`config.mk`:
```
export PLATFORM = sky130hd
export DESIGN_NAME = ilid_cell
export DESIGN_NICKNAME = d
export VERILOG_FILES = /design/src/rtl/ilid_pkg.sv /design/src/rtl/ilid_cell.sv
export SDC_FILE = /design/constraint.sdc
export NUM_CORES = 1
export LEC_CHECK = 0
export ABC_CLOCK_PERIOD_IN_PS = 4700
export BUFFER_PORTS_ARGS = -buffer_cell sky130_fd_sc_hd__buf_2
export CAP_MARGIN = 20
export CORE_MARGIN = 5
export CORE_UTILIZATION = 35
export DETAILED_ROUTE_END_ITERATION = 8
export GPL_ROUTABILITY_DRIVEN = 0
export PLACE_DENSITY = 0.8
export REMOVE_ABC_BUFFERS = 1
export SETUP_SLACK_MARGIN = 0.15
export SKIP_CTS_REPAIR_TIMING = 1
export SYNTH_ARGS = -nofsm -noshare
export SYNTH_HDL_FRONTEND = slang
export SYNTH_SLANG_ARGS = --single-unit
export TNS_END_PERCENT = 50
```
`constraint.sdc`:
```
create_clock -name clock -period 4.7 [get_ports clock]
set_input_delay 0.705 -clock clock [delete_from_list [all_inputs] [get_ports clock]]
set_output_delay 0.705 -clock clock [all_outputs]
set_load 0.03 [all_outputs]
```
`src/rtl/ilid_pkg.sv`:
```
package ilid_pkg;

   localparam int CAPACITY = 64;
   localparam int IDX_W    = $clog2(CAPACITY);
   localparam int COUNT_W  = $clog2(CAPACITY + 1);
   // Positions and counts are compared at a width that holds both.
   localparam int CMP_W    = (COUNT_W > 7) ? COUNT_W : 7;

   localparam int DATA_W     = 32;
   localparam int ACTION_W   = 3;
   localparam int POSITION_W = 8;
   localparam int STATUS_W   = 2;
   localparam int LENGTH_W   = 7;
   localparam int REQ_DATA_W = 40;
   localparam int RSP_DATA_W = 48;

   typedef enum logic [ACTION_W-1:0] {
      ACT_READ = 3'd0,
      ACT_HEAD = 3'd1,
      ACT_TAIL = 3'd2,
      ACT_AT   = 3'd3,
      ACT_DEL  = 3'd4
   } action_type;

   typedef enum logic [STATUS_W-1:0] {
      ST_DONE  = 2'd0,
      ST_RANGE = 2'd1,
      ST_FULL  = 2'd2
   } status_type;

   // Command broadcast to every cell of the row.
   typedef struct packed {
      logic              ins;
      logic              del;
      logic [CMP_W-1:0]  pos;
      logic [DATA_W-1:0] value;
   } cmd_type;

endpackage

```
`src/rtl/ilid_cell.sv`:
```
module ilid_cell
   import ilid_pkg::*;
(
   input  logic              clock,
   input  cmd_type           cmd,
   input  logic [IDX_W-1:0]  cell_idx,
   input  logic [DATA_W-1:0] left_entry,
   input  logic [DATA_W-1:0] right_entry,
   output logic [DATA_W-1:0] entry,
   output logic [DATA_W-1:0] read_data
);

   logic [DATA_W-1:0] entry_ff;
   logic [DATA_W-1:0] entry_in;
   logic [CMP_W-1:0]  idx_ext;

   assign idx_ext = CMP_W'(cell_idx);

   always_comb begin
      entry_in = entry_ff;
      if (cmd.ins) begin
         if (idx_ext > cmd.pos) begin
            entry_in = left_entry;
         end else if (idx_ext == cmd.pos) begin
            entry_in = cmd.value;
         end
      end else if (cmd.del) begin
         if (idx_ext >= cmd.pos) begin
            entry_in = right_entry;
         end
      end
   end

   always_ff @(posedge clock) begin
      entry_ff <= entry_in;
   end

   assign entry     = entry_ff;
   assign read_data = (idx_ext == cmd.pos) ? entry_ff : '0;

endmodule

```
==> impl_metrics.toml <==
[run_status]
status = "finished clean"

[drt]
wl_per_cell_um = 15.98
viasPerCell = 5.524
vias = 2983
dr.pass1.iters = 4
remaining_drc_errors = 0
routed_wl_mm = 8.627
drtIter0Drc = 105
ant_nets = 0

[place]
placed_area_mm2 = 0.003492
hpwl_mm = 6.120
port_buffers = 175

[finish]
areaGrowthSynthToFinish_pct = 40.01
final_util_pct = 49.83
nFillCells = 706
regArea_um2 = 960.9
nets = 558
largest_reg_flops = 32
drive_gt1_share_pct = 44.22
final_area_mm2 = 0.003595
multi_input_area_mm2 = 0.001426
diodes = 0

[pwr]
vdd_drop_max_mv = 0.1018
power.total_uw = 841.0
leakage_uw = 0.001636
powerDensity_mw_per_mm2 = 234.0

[clocking]
cts_tree = "done"
path_clk_slew_ns = 0.07
clock_sinks = 32
cts_buffers = 5
cts-root-buf = "clkbuf_8"
htreeDepth = 2
clk_path_buf_depth = 2

[synthesis]
ys_seq_area_share_pct = 37.43
synthDistinctLibCells = 22
syn_area_mm2 = 0.002567
syn_area_per_cell_um2 = 9.009
synth-seq-cells = 32
netlist_instances = 285
yosys_warnings = 0

[grt]
grt.overflow.total = 0
use_met3_pct = 3.394
grt_first_pass_wirelength_mm = 12.99
antenna_found_initial = 0
grt_pass1_vias = 2847
grt_max_degree = 129
grtUsageMet2_pct = 32.60
top_usage_layer = "met2"
use_met1_pct = 20.31
grtUsageTotal_pct = 17.69

[die]
rows = 31
core_mm2 = 0.007214
die_h_um = 95.65
die_width_um = 95.65
dieArea_mm2 = 0.009149
initial_core_util_pct = 35.59
io_pins = 176

[setup_path]
crit_path_start_kind = "input port"
crit_fanout = 59
critical_path_class = "input port to output port"
crit_path_end_kind = "output port"
cp.required_ns = 3.99
crit_arrival_ns = 2.78

[sta]
setup_viol = 0
fin_crit_sh_pct = 74.12
hold_viol = 0
grt_setup_unrepaired = "no"
maxSlewViolCount = 0
max_freq_mhz = 287.0
relSlewSlack_pct = 35.87
worst_pin_slew_ns = 0.9619
layout_min_cycle_time_ns = 3.484
setup_tns_ns = 0

[flow_run]
drv_cap = 0

[min_path]
min_to = "entry[28]$_DFFE_PP_"
holdPathStages = 3
hold_path.class = "input port to register"
min_from = "cmd[28]"
==> metal layers <==
| metal | vias up | share of wire, % |
|---|---|---|
| li1 | 1441 | - |
| met1 | 1386 | 38 |
| met2 | 135 | 52 |
| met3 | 21 | 7.6 |
| met4 | 0 | 2.0 |
| met5 | - | 0 |
==> worst max path at each step <==
stage	startpoint	end	slack, ns	cells past startpoint
after floorplan	cmd[37]	entry[0]$_DFFE_PP_	0.32	5
after global placement	cmd[37]	read_data[0]	1.32	7
after detailed placement	cmd[37]	read_data[15]	1.21	7
after CTS	cmd[37]	read_data[15]	1.21	7
after global routing	cmd[37]	read_data[15]	1.07	7
final	cmd[37]	read_data[30]	1.22	7
==> cell families after synthesis <==
group / count (synthesis) / synth area share, %
compound gates: 71 / 20.42
fa+ha+maj: 6 / 2.924
buf+inv: 42 / 7.943
simple gates: 134 / 31.29
flops: 32 / 37.43
==> area by class of cell <==
class,instances,area share (%)
clock buffers,5,1.914
clock inverters,3,0.3829
inverters,6,0.6265
multi-input cells,211,39.68
flip-flops and latches,32,26.73
well taps,99,3.446
repair buffers,184,27.22
==> Yosys cell counts <==
| cell | count | area, um^2 |
|---|---|---|
| a31oi_1 | 33 | 206.5 |
| nand3_1 | 33 | 165.2 |
| nand4_1 | 33 | 206.5 |
| and2_1 | 32 | 200.2 |
| edfxtp_1 | 32 | 960.9 |
| nor2b_1 | 32 | 200.2 |
| o2111ai_1 | 32 | 280.3 |
| clkbuf_1 | 16 | 60.06 |
| buf_2 | 10 | 50.05 |
| ha_1 | 6 | 75.07 |
| inv_1 | 6 | 22.52 |
| buf_6 | 4 | 45.04 |
| buf_1 | 3 | 11.26 |
| clkbuf_2 | 3 | 15.01 |
| a21o_1 | 2 | 15.01 |
| a21oi_1 | 2 | 10.01 |
| and3b_1 | 1 | 8.760 |
| and4_1 | 1 | 8.760 |
| and4b_1 | 1 | 10.01 |
| nor2_1 | 1 | 3.750 |
| o21a_1 | 1 | 7.510 |
| o21ai_1 | 1 | 5.000 |
==> layout by cell type (no fill, tap or decap), types with 6 or more instances in the layout <==
master     Yosys  final
inv_1          6      6
nand3_1       33     33
nand4_1       33     33
buf_4          0      7
a31oi_1       33     32
ha_1           6      6
buf_2         10    174
nor2b_1       32     32
edfxtp_1      32     32
and2_1        32     32
o2111ai_1     32     32
==> metrics by stage <==
step,worst slack [ns],cells,hold slack (ns)
final,1.216,540,0.7552
after global routing,1.074,540,0.7646
after CTS,1.211,539,0.7475
after detailed placement,1.214,531,1.045
after global placement,1.324,530,1.037
after floorplan,0.3175,249,0.9291
==> power breakdown <==
group	switching [uW]	total, uW	internal, uW
registers	14.8	370	355
clock network	103	204	100
logic	167	267	100
total	285	841	556
==> critical path, stage by stage <==
cell	delay, ns
buf_2	0.08
inv_1	0.03
ha_1	0.30
and4b_1	0.29
and4_2	0.92
and2_1	0.24
buf_2	0.20
Power figures use the tool's default switching activity.
